--- config.mk ---
export PLATFORM = sky130hd
export DESIGN_NAME = hangul_jamo_syllable_composer_unit
export DESIGN_NICKNAME = d
export VERILOG_FILES = /design/src/hjsc_pkg.sv /design/src/hjsc_core.sv /design/src/hjsc_out_fifo.sv /design/src/hangul_jamo_syllable_composer_unit.sv
export SDC_FILE = /design/constraint.sdc
export NUM_CORES = 1
export LEC_CHECK = 0
export CAP_MARGIN = 20
export CORE_UTILIZATION = 55
export DETAILED_ROUTE_END_ITERATION = 16
export DONT_BUFFER_PORTS = 1
export PLACE_DENSITY = 0.74
export SYNTH_ARGS = -nofsm -noshare
export SYNTH_HDL_FRONTEND = slang
export SYNTH_SLANG_ARGS = --single-unit
--- constraint.sdc ---
create_clock -name clk -period 9.8 [get_ports clk]
set_clock_uncertainty 0.05 [all_clocks]
set_input_delay 0.49 -clock clk [delete_from_list [all_inputs] [get_ports clk]]
set_output_delay 0.49 -clock clk [all_outputs]
set_load 0.01 [all_outputs]
--- src/hjsc_pkg.sv ---
// hjsc_pkg: types, constants and jamo tables for the hangul syllable composer
// used by hjsc_core, hjsc_out_fifo and hangul_jamo_syllable_composer_unit
// no dependencies
package hjsc_pkg;

  localparam logic [15:0] BACKSPACE  = 16'h0008;
  localparam logic [15:0] CONS_BASE  = 16'h3130;
  localparam logic [15:0] VOW_BASE   = 16'h314E;
  localparam logic [15:0] CONS_FIRST = 16'h3131;
  localparam logic [15:0] CONS_LAST  = 16'h314E;
  localparam logic [15:0] VOW_FIRST  = 16'h314F;
  localparam logic [15:0] VOW_LAST   = 16'h3163;
  localparam logic [15:0] SYL_BASE   = 16'hAC00;
  localparam logic [15:0] BAD_IDX    = 16'hFFFF;
  localparam logic [15:0] SYL_STRIDE = 16'd588;
  localparam logic [15:0] FIN_COUNT  = 16'd28;
  // consonants that never sit in the final position
  localparam logic [15:0] CONS_DD    = 16'h3138;
  localparam logic [15:0] CONS_BB    = 16'h3143;
  localparam logic [15:0] CONS_JJ    = 16'h3149;

  typedef logic [4:0] jamo_t;

  typedef struct packed {
    logic [15:0] out_char;
    logic        last;
  } beat_t;

  typedef struct packed {
    logic [1:0] n;
    beat_t      b0;
    beat_t      b1;
  } res_t;

  // compound consonant index from two consonant indices, 0 if they do not join
  function automatic jamo_t cons_pair(input jamo_t a, input jamo_t b);
    jamo_t c;
    c = 5'd0;
    case (a)
      5'd1:  c = (b == 5'd21) ? 5'd3 : 5'd0;
      5'd4: begin
        if (b == 5'd24) c = 5'd5;
        else if (b == 5'd30) c = 5'd6;
      end
      5'd9: begin
        case (b)
          5'd1:    c = 5'd10;
          5'd17:   c = 5'd11;
          5'd18:   c = 5'd12;
          5'd21:   c = 5'd13;
          5'd28:   c = 5'd14;
          5'd29:   c = 5'd15;
          5'd30:   c = 5'd16;
          default: c = 5'd0;
        endcase
      end
      5'd18: c = (b == 5'd21) ? 5'd20 : 5'd0;
      default: c = 5'd0;
    endcase
    return c;
  endfunction

  // compound vowel index from two vowel indices, 0 if they do not join
  function automatic jamo_t vow_pair(input jamo_t a, input jamo_t b);
    jamo_t c;
    c = 5'd0;
    case (a)
      5'd9: begin
        if (b == 5'd1) c = 5'd10;
        else if (b == 5'd2) c = 5'd11;
        else if (b == 5'd21) c = 5'd12;
      end
      5'd14: begin
        if (b == 5'd5) c = 5'd15;
        else if (b == 5'd6) c = 5'd16;
        else if (b == 5'd21) c = 5'd17;
      end
      5'd19: c = (b == 5'd21) ? 5'd20 : 5'd0;
      default: c = 5'd0;
    endcase
    return c;
  endfunction

  function automatic logic cons_can_join(input jamo_t a, input jamo_t b);
    return (a == 5'd0) || (b == 5'd0) || (cons_pair(a, b) != 5'd0);
  endfunction

  function automatic logic vow_can_join(input jamo_t a, input jamo_t b);
    return (a == 5'd0) || (b == 5'd0) || (vow_pair(a, b) != 5'd0);
  endfunction

  function automatic jamo_t cons_join(input jamo_t a, input jamo_t b);
    jamo_t c;
    c = cons_pair(a, b);
    if (a == 5'd0) return b;
    if (b == 5'd0) return a;
    return (c != 5'd0) ? c : a;
  endfunction

  function automatic jamo_t vow_join(input jamo_t a, input jamo_t b);
    jamo_t c;
    c = vow_pair(a, b);
    if (a == 5'd0) return b;
    if (b == 5'd0) return a;
    return (c != 5'd0) ? c : a;
  endfunction

  // initial position index, compound consonants give BAD_IDX
  function automatic logic [15:0] init_index(input jamo_t i);
    logic [15:0] r;
    case (i) inside
      5'd1:            r = 16'd0;
      5'd2:            r = 16'd1;
      5'd4:            r = 16'd2;
      [5'd7:5'd9]:     r = {11'd0, i} - 16'd4;
      [5'd17:5'd19]:   r = {11'd0, i} - 16'd11;
      [5'd21:5'd30]:   r = {11'd0, i} - 16'd12;
      default:         r = BAD_IDX;
    endcase
    return r;
  endfunction

  // final index plus one; an invalid final wraps to 0
  function automatic logic [15:0] fin_term(input jamo_t i);
    logic [15:0] r;
    case (i) inside
      [5'd1:5'd7]:     r = {11'd0, i};
      [5'd9:5'd18]:    r = {11'd0, i} - 16'd1;
      [5'd20:5'd24]:   r = {11'd0, i} - 16'd2;
      [5'd26:5'd30]:   r = {11'd0, i} - 16'd3;
      default:         r = 16'd0;
    endcase
    return r;
  endfunction

  function automatic logic [15:0] compose(input jamo_t ini, input jamo_t m0, input jamo_t m1,
                                          input jamo_t f0, input jamo_t f1);
    jamo_t       med;
    jamo_t       fin;
    logic [15:0] ini_term;
    logic [15:0] med_term;
    med = vow_join(m0, m1);
    fin = cons_join(f0, f1);
    ini_term = init_index(ini) * SYL_STRIDE;
    med_term = ({11'd0, med} - 16'd1) * FIN_COUNT;
    if (ini == 5'd0 && med == 5'd0) return (fin == 5'd0) ? 16'd0 : CONS_BASE + {11'd0, fin};
    if (ini == 5'd0) return VOW_BASE + {11'd0, med};
    if (med == 5'd0) return CONS_BASE + {11'd0, ini};
    return SYL_BASE + ini_term + med_term + fin_term(fin);
  endfunction

endpackage

--- src/hjsc_core.sv ---
// hjsc_core: syllable state registers and the two-set composition rules
// depends on hjsc_pkg
module hjsc_core
  import hjsc_pkg::*;
(
  input  logic        clk,
  input  logic        rst,
  input  logic [15:0] code,
  input  logic        fire,
  output res_t        res
);

  jamo_t ini, m0, m1, f0, f1;
  jamo_t ini_next, m0_next, m1_next, f0_next, f1_next;

  logic        is_bs, is_cons, is_vow;
  logic [15:0] cdiff, vdiff;
  jamo_t       cidx, vidx, cf0, cf1;
  logic        can_final, moving;
  logic [15:0] syl;

  assign is_bs   = (code == BACKSPACE);
  assign is_cons = (code >= CONS_FIRST) && (code <= CONS_LAST);
  assign is_vow  = (code >= VOW_FIRST) && (code <= VOW_LAST);
  assign cdiff   = code - CONS_BASE;
  assign vdiff   = code - VOW_BASE;
  assign cidx    = cdiff[4:0];
  assign vidx    = vdiff[4:0];
  assign can_final = (code != CONS_DD) && (code != CONS_BB) && (code != CONS_JJ);

  // a vowel after a final moves the last final over to the next syllable
  assign moving = is_vow && (f0 != 5'd0);
  assign cf1    = (moving && f1 != 5'd0) ? 5'd0 : f1;
  assign cf0    = (moving && f1 == 5'd0) ? 5'd0 : f0;
  assign syl    = compose(ini, m0, m1, cf0, cf1);

  always_comb begin
    ini_next = ini;
    m0_next  = m0;
    m1_next  = m1;
    f0_next  = f0;
    f1_next  = f1;
    res      = '0;
    if (is_bs) begin
      if (f1 != 5'd0) f1_next = 5'd0;
      else if (f0 != 5'd0) f0_next = 5'd0;
      else if (m1 != 5'd0) m1_next = 5'd0;
      else if (m0 != 5'd0) m0_next = 5'd0;
      else if (ini != 5'd0) ini_next = 5'd0;
      else begin
        res.n  = 2'd1;
        res.b0 = '{out_char: BACKSPACE, last: 1'b1};
      end
    end else if (is_cons) begin
      if (ini != 5'd0 && m0 == 5'd0 && cons_can_join(ini, cidx)) begin
        f0_next  = ini;
        f1_next  = cidx;
        ini_next = 5'd0;
      end else if (ini == 5'd0 || m0 == 5'd0 || !can_final || f1 != 5'd0
                   || !cons_can_join(f0, cidx)) begin
        res.n    = 2'd1;
        res.b0   = '{out_char: syl, last: 1'b1};
        ini_next = cidx;
        m0_next  = 5'd0;
        m1_next  = 5'd0;
        f0_next  = 5'd0;
        f1_next  = 5'd0;
      end else if (f0 == 5'd0) begin
        f0_next = cidx;
      end else begin
        f1_next = cidx;
      end
    end else if (is_vow) begin
      if (moving) begin
        res.n    = 2'd1;
        res.b0   = '{out_char: syl, last: 1'b1};
        ini_next = (f1 != 5'd0) ? f1 : f0;
        m0_next  = vidx;
        m1_next  = 5'd0;
        f0_next  = 5'd0;
        f1_next  = 5'd0;
      end else if (m1 != 5'd0 || !vow_can_join(m0, vidx)) begin
        res.n    = 2'd1;
        res.b0   = '{out_char: syl, last: 1'b1};
        ini_next = 5'd0;
        m0_next  = vidx;
        m1_next  = 5'd0;
        f0_next  = 5'd0;
        f1_next  = 5'd0;
      end else if (m0 == 5'd0) begin
        m0_next = vidx;
      end else begin
        m1_next = vidx;
      end
    end else begin
      res.n    = 2'd2;
      res.b0   = '{out_char: syl, last: 1'b0};
      res.b1   = '{out_char: code, last: 1'b1};
      ini_next = 5'd0;
      m0_next  = 5'd0;
      m1_next  = 5'd0;
      f0_next  = 5'd0;
      f1_next  = 5'd0;
    end
  end

  always_ff @(posedge clk) begin
    if (rst) begin
      ini <= '0;
      m0  <= '0;
      m1  <= '0;
      f0  <= '0;
      f1  <= '0;
    end else if (fire) begin
      ini <= ini_next;
      m0  <= m0_next;
      m1  <= m1_next;
      f0  <= f0_next;
      f1  <= f1_next;
    end
  end

endmodule

--- src/hjsc_out_fifo.sv ---
// hjsc_out_fifo: two-entry result buffer, takes up to two beats per cycle
// depends on hjsc_pkg
module hjsc_out_fifo
  import hjsc_pkg::*;
(
  input  logic       clk,
  input  logic       rst,
  input  logic [1:0] push_n,
  input  beat_t      push_b0,
  input  beat_t      push_b1,
  input  logic       out_ready,
  output logic       out_valid,
  output beat_t      out_beat,
  output logic [1:0] room
);

  logic [1:0] cnt, cnt_next, cnt_left;
  beat_t      e0, e1, e0_next, e1_next, s0;
  logic       pop;

  assign out_valid = (cnt != 2'd0);
  assign out_beat  = e0;
  assign pop       = out_valid && out_ready;
  assign cnt_left  = cnt - {1'b0, pop};
  assign room      = 2'd2 - cnt_left;
  assign s0        = pop ? e1 : e0;

  always_comb begin
    cnt_next = cnt_left + push_n;
    e0_next  = s0;
    e1_next  = e1;
    if (cnt_left == 2'd0 && push_n != 2'd0) e0_next = push_b0;
    if (cnt_left == 2'd0 && push_n == 2'd2) e1_next = push_b1;
    else if (cnt_left == 2'd1 && push_n == 2'd1) e1_next = push_b0;
  end

  always_ff @(posedge clk) begin
    if (rst) begin
      cnt <= '0;
    end else begin
      cnt <= cnt_next;
    end
  end

  always_ff @(posedge clk) begin
    e0 <= e0_next;
    e1 <= e1_next;
  end

endmodule

--- src/hangul_jamo_syllable_composer_unit.sv ---
// hangul_jamo_syllable_composer_unit: input register, composer core and result buffer
// depends on hjsc_pkg, hjsc_core, hjsc_out_fifo
// a beat waits in the input register; its results are then held in the result buffer
// throughput: one beat per cycle when it gives at most one result and m_tready is high;
// a beat that gives two results waits until the two-entry result buffer has room for both
// reset: synchronous rst empties the syllable, the input register and the result buffer
module hangul_jamo_syllable_composer_unit
  import hjsc_pkg::*;
(
  input  logic        clk,
  input  logic        rst,
  input  logic        s_tvalid,
  output logic        s_tready,
  input  logic [15:0] s_tdata,   // letter_code
  output logic        m_tvalid,
  input  logic        m_tready,
  output logic [15:0] m_tdata,   // out_char
  output logic        m_tlast
);

  logic        in_vld, in_vld_next;
  logic [15:0] in_code;
  logic        fire;
  logic [1:0]  room, push_n;
  res_t        res;
  beat_t       head;

  assign fire     = in_vld && (res.n <= room);
  assign s_tready = !in_vld || fire;
  assign push_n   = fire ? res.n : 2'd0;

  always_comb begin
    in_vld_next = in_vld;
    if (s_tvalid && s_tready) in_vld_next = 1'b1;
    else if (fire) in_vld_next = 1'b0;
  end

  always_ff @(posedge clk) begin
    if (rst) begin
      in_vld <= 1'b0;
    end else begin
      in_vld <= in_vld_next;
    end
  end

  always_ff @(posedge clk) begin
    if (s_tvalid && s_tready) in_code <= s_tdata;
  end

  hjsc_core u_core (
    .clk  (clk),
    .rst  (rst),
    .code (in_code),
    .fire (fire),
    .res  (res)
  );

  hjsc_out_fifo u_out (
    .clk       (clk),
    .rst       (rst),
    .push_n    (push_n),
    .push_b0   (res.b0),
    .push_b1   (res.b1),
    .out_ready (m_tready),
    .out_valid (m_tvalid),
    .out_beat  (head),
    .room      (room)
  );

  assign m_tdata = head.out_char;
  assign m_tlast = head.last;

endmodule
# == Yosys cells after proc, flatten, opt, wreduce, memory -nomap -nowiden ==
# Cells that the tools add are included.
# totals
ff_bits,78
inputBits,20
out_inout_bits,19
wordCells,341
# op_classes
n_addsub,18
mul,2
magnitude_cmp,19
n_eq_ne,66
muxes,153
reduce_logical,71
# op_table
cell,count
2-to-1 mux 5 bit,85
2-to-1 mux 16 bit,20
2-to-1 mux 19 bit,9
2-to-1 mux 17 bit,7
"== test 5 bit, second input constant",20
one-hot mux 5 bit (7 select lines),2
one-hot mux 5 bit (4 select lines),3
logical NOT 5 bit,11
2-to-1 mux 18 bit,3
nonzero test 5 bit,10
"inequality test 16 x 14 -> 1 bit, second input constant",3
"adder 14 x 5 -> 15 bit, first input constant",3
"== test 5 x 1 -> 1 bit, second input constant",7
"== test 5 x 3 -> 1 bit, second input constant",7
adder 16 bit,2
"greater-or-equal comparator 16 x 14 -> 1 bit, second input constant",2
"less-or-equal comparator 16 x 14 -> 1 bit, second input constant",2
one-hot mux 5 bit (3 select lines),2
"== test 5 x 4 -> 1 bit, second input constant",5
"less-or-equal comparator 5 bit, second input constant",5
logical AND 1 bit,23
"greater-or-equal comparator 5 bit, second input constant",4
"inequality test 2 bit, second input constant",9
"adder 16 bit, first input constant",1
38 further kinds,84

# == Longest topological paths before layout ==
# Gate-level depths: netlist (run 1).
# logic_depth
word_depth,38
ltp_mapped,36

# == By module ==
# Synthesis (run 1) repeated with hierarchy kept, for this count alone.
# hier_totals
hier_cells,941
hier_area_um2,8475.6
# modules_own_cells
mod,instances,cells_per_inst,area_each_um2
hjsc_core,1,818,6195.9
hjsc_out_fifo,1,92,1665.3
hangul_jamo_syllable_composer_unit,1,31,614.3

# == Least setup slack after synthesis (run 1) ==
# No wires, ideal clock.
# synth_path
path_type,reg2reg
from,reg u_core.ini[2]
to,"reg u_out.e1[16] (netlist bit), data pin"
t_arrival_ns,6.813
required_ns,9.487
path_slack_ns,2.674
stages_incl_launch_ff,31
path_buffers,1
period_less_slack_ns,7.126
cell_sequence,dfxtp_1 > clkbuf_1 > inv_1 > ha_1 > a211oi_1 > nand3_1 > and3_1 > or4_1 > inv_1 > ha_1 > ha_1 > inv_1 > fa_1 > inv_1 > ha_1 > a21oi_1 > o21ai_0 > a21oi_1 > nand2b_1 > a21boi_0 > nor2_1 > xnor2_1 > fa_1 > ha_1 > ha_1 > and3_1 > a211oi_1 > o21bai_1 > a21oi_1 > xnor2_1 > o21ai_0
# synth_rtl
item,line,text
from (decl),hjsc_core.sv:13,"jamo_t ini, m0, m1, f0, f1;"
from (signal assigned),hjsc_core.sv:115,ini <= ini_next;
to (signal assigned),hjsc_out_fifo.sv:47,e1 <= e1_next;
to (decl),hjsc_out_fifo.sv:18,"beat_t e0, e1, e0_next, e1_next, s0;"

==> results of run 1 <==
[flip-flops by register name, summed over array words and instances (netlist names)]
register and flops:
u_out.cnt 2, u_core.f0 5, u_out.out_beat 17, in_code 16
in_vld 1, u_out.e1 17, u_core.ini 5, u_core.m1 5
u_core.f1 5, u_core.m0 5
[cells by family (layout without fill, tap and decap cells)]
family / Yosys count / after routing / share of synthesized area [%]
simple gates: 342 / 342 / 22.03
compound gates: 235 / 235 / 19.98
buf+inv: 125 / 95 / 6.123
fa+ha+maj: 113 / 113 / 18.76
flops: 78 / 78 / 24.73
xor+xnor: 40 / 40 / 4.202
mux: 30 / 30 / 4.082
other cells: 2 / 5 / 0.09008
[placed cells by master (no fill, tap or decap), drive strengths merged, types with 24 or more instances in the layout]
cell and n:
a21oi 75, dfxtp 28, edfxtp 50, ha 93
inv 77, nand2 112, nor2 63, nor3 24
o21ai 44, xnor2 26
[metal layers]
| metal | wire (um) | vias up |
|---|---|---|
| met4 | 455 | 0 |
| met5 | 0 | - |
| met2 | 9832 | 238 |
| met3 | 1268 | 30 |
| met1 | 9411 | 3384 |
| li1 | - | 3436 |
[stage by stage]
step	cell area [um2]	hold slack [ns]	setup slack [ns]
6_report	8653	0.1465	1.793
3_5_place_dp	8379	0.4738	1.904
4_1_cts	8653	0.1331	1.846
3_3_place_gp	8379	0.4508	2.079
2_1_floorplan	8348	0.4389	2.674
5_1_grt	8653	0.1375	0.9912
[how the worst max path moves through the flow]
stage | start | slack, ns | cells after the start | to
after floorplan | u_core.ini[2] | 2.67 | 30 | u_out.e1[16]
after global placement | u_core.ini[2] | 2.08 | 31 | u_out.out_beat[16]
after detailed placement | u_core.ini[2] | 1.90 | 31 | u_out.out_beat[16]
after CTS | u_core.ini[2] | 1.85 | 31 | u_out.out_beat[16]
after global routing | u_core.ini[2] | 0.99 | 32 | u_out.out_beat[16]
final | u_core.ini[2] | 1.79 | 31 | u_out.out_beat[16]
[area by class of cell]
cell class                      count  area [um2]
Sequential cell                    78        2062
Clock inverter                      7       48.80
Clock buffer                        9       225.2
Inverter                           76       285.3
Fill cell                        1311        5991
Multi-Input combinational cell    765        5779
Timing Repair Buffer                3       22.52
Tap cell                          184       230.2
[worst max-delay path: cells and delay by family (launching register included)]
kind | cells | cell delay [ns]
AO/OA/AOI/OAI | 9 | 1.98
XOR/XNOR | 4 | 0.81
adder cells (fa/ha/maj) | 7 | 2.35
buffers and inverters | 5 | 0.64
flip-flops | 1 | 0.63
AND/OR/NAND/NOR | 6 | 1.34
==> flow_summary.toml, run 1 <==
[clock_tree]
htreeDepth = 3
cts_resized = 0
postCtsSetupBuffers = 0
clock-sinks = 78
cts_root_buf = "clkbuf_16"
ctsHoldBuffers = 0
cts_max_path_buffers = 2
tritoncts = "built"
clk_pin_slew_ns = 0.06
insertion_delay_ns = 0.36
cts_inserted_buffers = 9

[setup_path]
cp.required_ns = 9.88
cp-start-kind = "register"
rr_startpoint = "u_core.ini[2]"
critPathMaxFanout = 13
rr_worst_depth = 31
crit_path_top_delay_cell = "or4_1"
arrival_ns = 8.09
reg2reg_slack_ns = 1.79
setup.worst_path.class = "register to register"
r2r-end = "u_out.out_beat[16]"
worst_path_largest_cell_delay_ns = 0.69
crit_path_end_kind = "register"

[yosys]
yosysUniqueCellTypes = 103
synthTopCellsByCount = "nand2_1 (111), ha_1 (93), inv_1 (74), a21oi_1 (73), nor2_1 (62)"
synth_area_leader_cell = "edfxtp_1"
synth.area.top_cells = "edfxtp_1 (18%), ha_1 (14%), dfxtp_1 (6.7%), nand2_1 (5.0%), fa_1 (4.8%)"
netlist.area_leader.share_pct = 18.01
netlist_area_um2 = 8337
synth-edff-count = 50
ys_async_sr_fraction_pct = 0
yosysSeqAreaShare_pct = 24.73
yosysWarnings = 0
avgSynthCellArea_um2 = 8.639
synth_cells = 965
synth.most_common_cell = "nand2_1"
synth_top_flop_cell = "edfxtp_1"
synth_seq_cells = 78

[floorplanning]
rows = 44
die-area_um2 = 15650
start_util_pct = 56.93
fp.dieW_um = 125.1
coreArea_um2 = 14640
pin_count = 39
die_h_um = 125.1

[global_route]
grt_antenna_before_repair = 0
busiest_layer = "met2"
grt_pass1_vias = 6654
grt_max_degree = 29
use_met3_pct = 3.509
globalRouteTotalUtil_pct = 28.11
grt_pass1_wl_um = 34700
overflow = 0
globalRouteMet2Util_pct = 45.65
met1_usage_pct = 38.56

[hold_path]
holdCritPathClass = "primary input to register"
holdPathEnd = "u_core.m1[1]"
hold_depth = 1
worstHoldStart = "rst"

[routing]
via_per_inst = 6.317
drt-total-wl_um = 20970
wl_per_cell_um = 18.69
detail_route.first_pass.iterations = 12
drt-initial-drc-count = 652
drc = 0
via_count = 7088
ant_nets = 0

[layout]
drive_gt1_share_pct = 7.676
layoutNonFillerInstCount = 1122
antenna_cells = 0
syn_to_final_growth_pct = 3.797
fin_util_pct = 59.09
fin_nets = 1066

[placed_design]
port_buffers = 0
place_congestion = 0.9721
dpl.hpwl_um = 16070
dp.cells = 1106

[timing]
tightest_slew_ns = 1.118
min_period_ns = 8.007
setup-violations-final = 0
hold_viol = 0
slew_headroom_pct = 25.48
fmax_mhz = 124.9
drv_slew = 0
period_share_pct = 81.71
rsz0062_at_grt = "false"
fin_tns_setup_ns = 0

[status]
status = "finished, final reports clean"

[run]
drv_cap = 0
Power of run 1 is left out: the tool's default activity adds up to more than one toggle a clock period on the data nets, which glitch-free logic cannot reach.
==> inputs of run 2 (changes only) <==
ABC_AREA = 1   (was default)
PLACE_DENSITY = 0.77   (was 0.74)
clock period = 7.15 ns   (was 9.8 ns; I/O delays follow)
==> flow_summary.toml, run 2 <==
[status]
status = "finished, final reports clean"

[routing]
drt-initial-drc-count = 745
via_count = 7726
via_per_inst = 5.648
drc = 0
wl_per_cell_um = 15.97
detail_route.first_pass.iterations = 5
drt-total-wl_um = 21840
ant_nets = 0

[floorplanning]
start_util_pct = 56.61
fp.dieW_um = 124.8
die-area_um2 = 15570
rows = 44
coreArea_um2 = 14640
pin_count = 39
die_h_um = 124.8

[placed_design]
place_congestion = 0.9720
dpl.hpwl_um = 17000
port_buffers = 0
dp.cells = 1334

[clock_tree]
clk_pin_slew_ns = 0.07
clock-sinks = 78
htreeDepth = 3
ctsHoldBuffers = 0
insertion_delay_ns = 0.36
cts_inserted_buffers = 9
tritoncts = "built"
cts_root_buf = "clkbuf_16"
cts_max_path_buffers = 2

[setup_path]
cp-start-kind = "register"
crit_path_top_delay_cell = "fa_1"
setup.worst_path.class = "register to register"
crit_family = "simple AND/OR/NAND/NOR gates"
worst-path-buf-inv = 3
critPathMaxFanout = 8
critPathMostFrequentCell = "nand2_1"
worst_path_largest_cell_delay_ns = 0.54
arrival_ns = 6.74
crit_path_end_kind = "register"
cp.required_ns = 7.21

[yosys]
synth_cells = 1149
yosysUniqueCellTypes = 56
netlist_area_um2 = 8290
yosysSeqAreaShare_pct = 24.87
synth.most_common_cell = "nand2_1"
synthTopCellsByCount = "nand2_1 (220), inv_1 (186), nor2_1 (106), ha_1 (93), a21oi_1 (68)"
synth.area.top_cells = "edfxtp_1 (18%), ha_1 (14%), nand2_1 (10%), inv_1 (8.4%), dfxtp_1 (6.8%)"
synth_area_leader_cell = "edfxtp_1"
avgSynthCellArea_um2 = 7.215
ys_async_sr_fraction_pct = 0
synth_top_flop_cell = "edfxtp_1"
synth-edff-count = 50
yosysWarnings = 0
synth_seq_cells = 78
netlist.area_leader.share_pct = 18.11

[layout]
layout_common_cells = "nand2_1 (218), inv_1 (185), nor2_1 (103)"
layoutNonFillerInstCount = 1368
fin_nets = 1312
layout_commonest_cell = "nand2_1"
antenna_cells = 0
fin_util_pct = 62.36
drive_gt1_share_pct = 13.09
syn_to_final_growth_pct = 10.16

[timing]
whs_ns = 0.01440
fmax_mhz = 149.8
slew_headroom_pct = 45.83
drv_slew = 0
hold_viol = 0
fin_tns_setup_ns = 0
period_share_pct = 93.35
rsz0062_at_grt = "true"
setup-violations-final = 0
tightest_slew_ns = 0.8106
min_period_ns = 6.675

[global_route]
overflow = 0
grt_max_degree = 30
grt_pass1_vias = 7418
globalRouteTotalUtil_pct = 28.79
grt_antenna_before_repair = 0
grt_pass1_wl_um = 35740

[run]
drv_cap = 0

[hold_path]
holdCritPathClass = "primary input to register"
-- run 2: layer usage --
layer	track usage (%)	share of wire (%)	vias to the layer above
li1	-	-	3850
met1	38.70	44	3501
met2	45.87	45	324
met3	5.799	7.9	51
met4	10.09	2.8	0
met5	0	0	-
-- run 2: cell type report --
type                    instances  area [um2]
fillers                      1319        5512
multi-input cells             839        5453
flip-flops and latches         78        2064
inverters                     211       798.3
repair buffers                 40       304.0
well taps                     184       230.2
clock buffers                   9       225.2
clock inverters                 7       57.56
-- run 2: cells by family after synthesis --
group / share of synthesized area, %
adders and majority gates: 18.87
xor gates and xnor gates: 3.275
muxes: 0.1358
other: 0.09059
DFF: 24.87
buffers and inverters: 10.88
AOI/OAI and AO/OA: 13.78
and+or+nand+nor: 28.10
-- run 2: final timing paths --
path / from / slack, ns / cells past startpoint / to
setup / recovery: in_code[10] / 0.48 / 45 / u_out.out_beat[15]
hold / removal: rst / 0.01 / 1 / in_vld
setup reg to reg: in_code[10] / 0.48 / 45 / u_out.out_beat[15]
hold reg to reg: u_out.e1[11] / 0.47 / 2 / u_out.out_beat[11]
-- run 2: stage by stage --
stage / setup WS [ns] / instance area, um2
4_1_cts: 0.05676 / 8872
2_1_floorplan: 0.6332 / 8302
5_1_grt: -0.1108 / 9133
6_report: 0.4753 / 9133
3_3_place_gp: 0.1795 / 8589
3_5_place_dp: 0.1288 / 8589
-- run 2: what timing repair did --
item	CTS	global route
endpoints found under the setup margin	0	10
setup buffers	0	18
gates resized for setup	0	30
Power of run 2 is left out for the same reason.
==> inputs of run 3 (changes only) <==
CTS_BUF_LIST = sky130_fd_sc_hd__clkbuf_4   (was default)
==> flow_summary.toml, run 3 (same netlist as run 2, synthesis figures left out) <==
[status]
status = "finished, final reports clean"

[placed_design]
pre_cts_slack_ns = 0.1288
port_buffers = 0
place_congestion = 0.9720
dpl.hpwl_um = 17000

[layout]
syn_to_final_growth_pct = 10.91
fin_nets = 1334
nFillCells = 1319
layout_commonest_cell = "nand2_1"
drive_gt1_share_pct = 13.35
layout_common_cells = "nand2_1 (218), inv_1 (185), nor2_1 (102)"

[clock_tree]
clock-sinks = 78
htreeDepth = 3
insertion_delay_ns = 0.48
clk_pin_slew_ns = 0.15
cts_inserted_buffers = 9
cts_root_buf = "clkbuf_4"
cts_max_path_buffers = 2
tritoncts = "built"

[setup_path]
critPathMaxFanout = 8
critPathMostFrequentCell = "ha_1"
worst_path_largest_cell_delay_ns = 0.53
crit_path_top_delay_cell = "fa_1"
cp.required_ns = 7.36
setup.worst_path.class = "register to register"
cp-start-kind = "register"
arrival_ns = 6.84
crit_path_end_kind = "register"

[timing]
slew_headroom_pct = 35.30
hold_viol = 0
period_share_pct = 92.72
tightest_slew_ns = 0.9673
whs_ns = 0.008683
min_period_ns = 6.629
worst_slack_ns = 0.5205
drv_slew = 0
setup-violations-final = 0
fmax_mhz = 150.8

[routing]
ant_nets = 0
drt-total-wl_um = 22060
detail_route.first_pass.iterations = 5
drc = 0
via_per_inst = 5.641
via_count = 7852
drt-initial-drc-count = 666
wl_per_cell_um = 15.84

[global_route]
grt_antenna_before_repair = 1
grt_pass1_wl_um = 35970
grt_max_degree = 30
overflow = 0
grt_pass1_vias = 7422
globalRouteTotalUtil_pct = 28.87

[run]
drv_cap = 0

[hold_path]
holdCritPathClass = "primary input to register"

[floorplanning]
rows = 44
die_h_um = 124.8
die-area_um2 = 15570
coreArea_um2 = 14640
fp.dieW_um = 124.8
pin_count = 39
start_util_pct = 56.61
==> run 3: cell count changes in the layout (fill, tap and decap cells not counted) <==
cell / change
clkbuf_16: -9
dlygate4sd3_1: +17
nor2_1: -1
nor2_4: +1
clkbuf_4: +9
diode_2: +2
buf_4: +5
==> run 3: repair_timing <==
action	4_1_cts	5_1_grt
endpoints found under the hold margin	39	0
gates resized for setup	0	32
buffers inserted	0	23
endpoints found under the setup margin	0	10
hold buffers	17	0
==> run 3: through the flow <==
step	cells	setup TNS, ns	cell area [um2]	util [%]
after global placement	1334	0	8589	58.66
after CTS	1367	0	8885	60.67
after detailed placement	1334	0	8589	58.66
final	1392	0	9195	62.79
after global routing	1391	-0.2294	9193	62.77
after floorplan	1152	0	8302	-
==> run 3: metal layers <==
metal,track usage [%],wire length (um)
met1,38.73,9612
met5,0,0
met3,5.584,1803
met4,9.296,652
met2,46.66,9988
==> run 3: path summary, 6_finish.rpt <==
path,start,endpoint,slack [ns],cells after the start
max,u_core.ini[0],u_out.out_beat[16],0.52,36
max reg2reg,u_core.ini[0],u_out.out_beat[16],0.52,36
min reg2reg,u_out.e1[7],u_out.out_beat[7],0.48,2
min,s_tvalid,in_vld,0.009,2
==> run 3: final cells by class <==
class	count	area, um2	share of cell area (%)
Multi-Input combinational cell	839	5460	59.38
Tap cell	184	230.2	2.504
Antenna cell	2	5.005	0.05443
Clock inverter	7	57.56	0.6259
Sequential cell	78	2064	22.45
Inverter	211	798.3	8.681
Timing Repair Buffer	62	511.7	5.565
Clock buffer	9	67.56	0.7348
==> run 3: worst max-delay path, delay by kind of cell, from the launching register on <==
family	cells	cell delay, ns
compound gates	7	1.35
xor+xnor	1	0.17
fa+ha+maj	8	2.55
buf+inv	7	0.72
flops	1	0.44
simple gates	13	1.16
Power of run 3 is left out for the same reason.
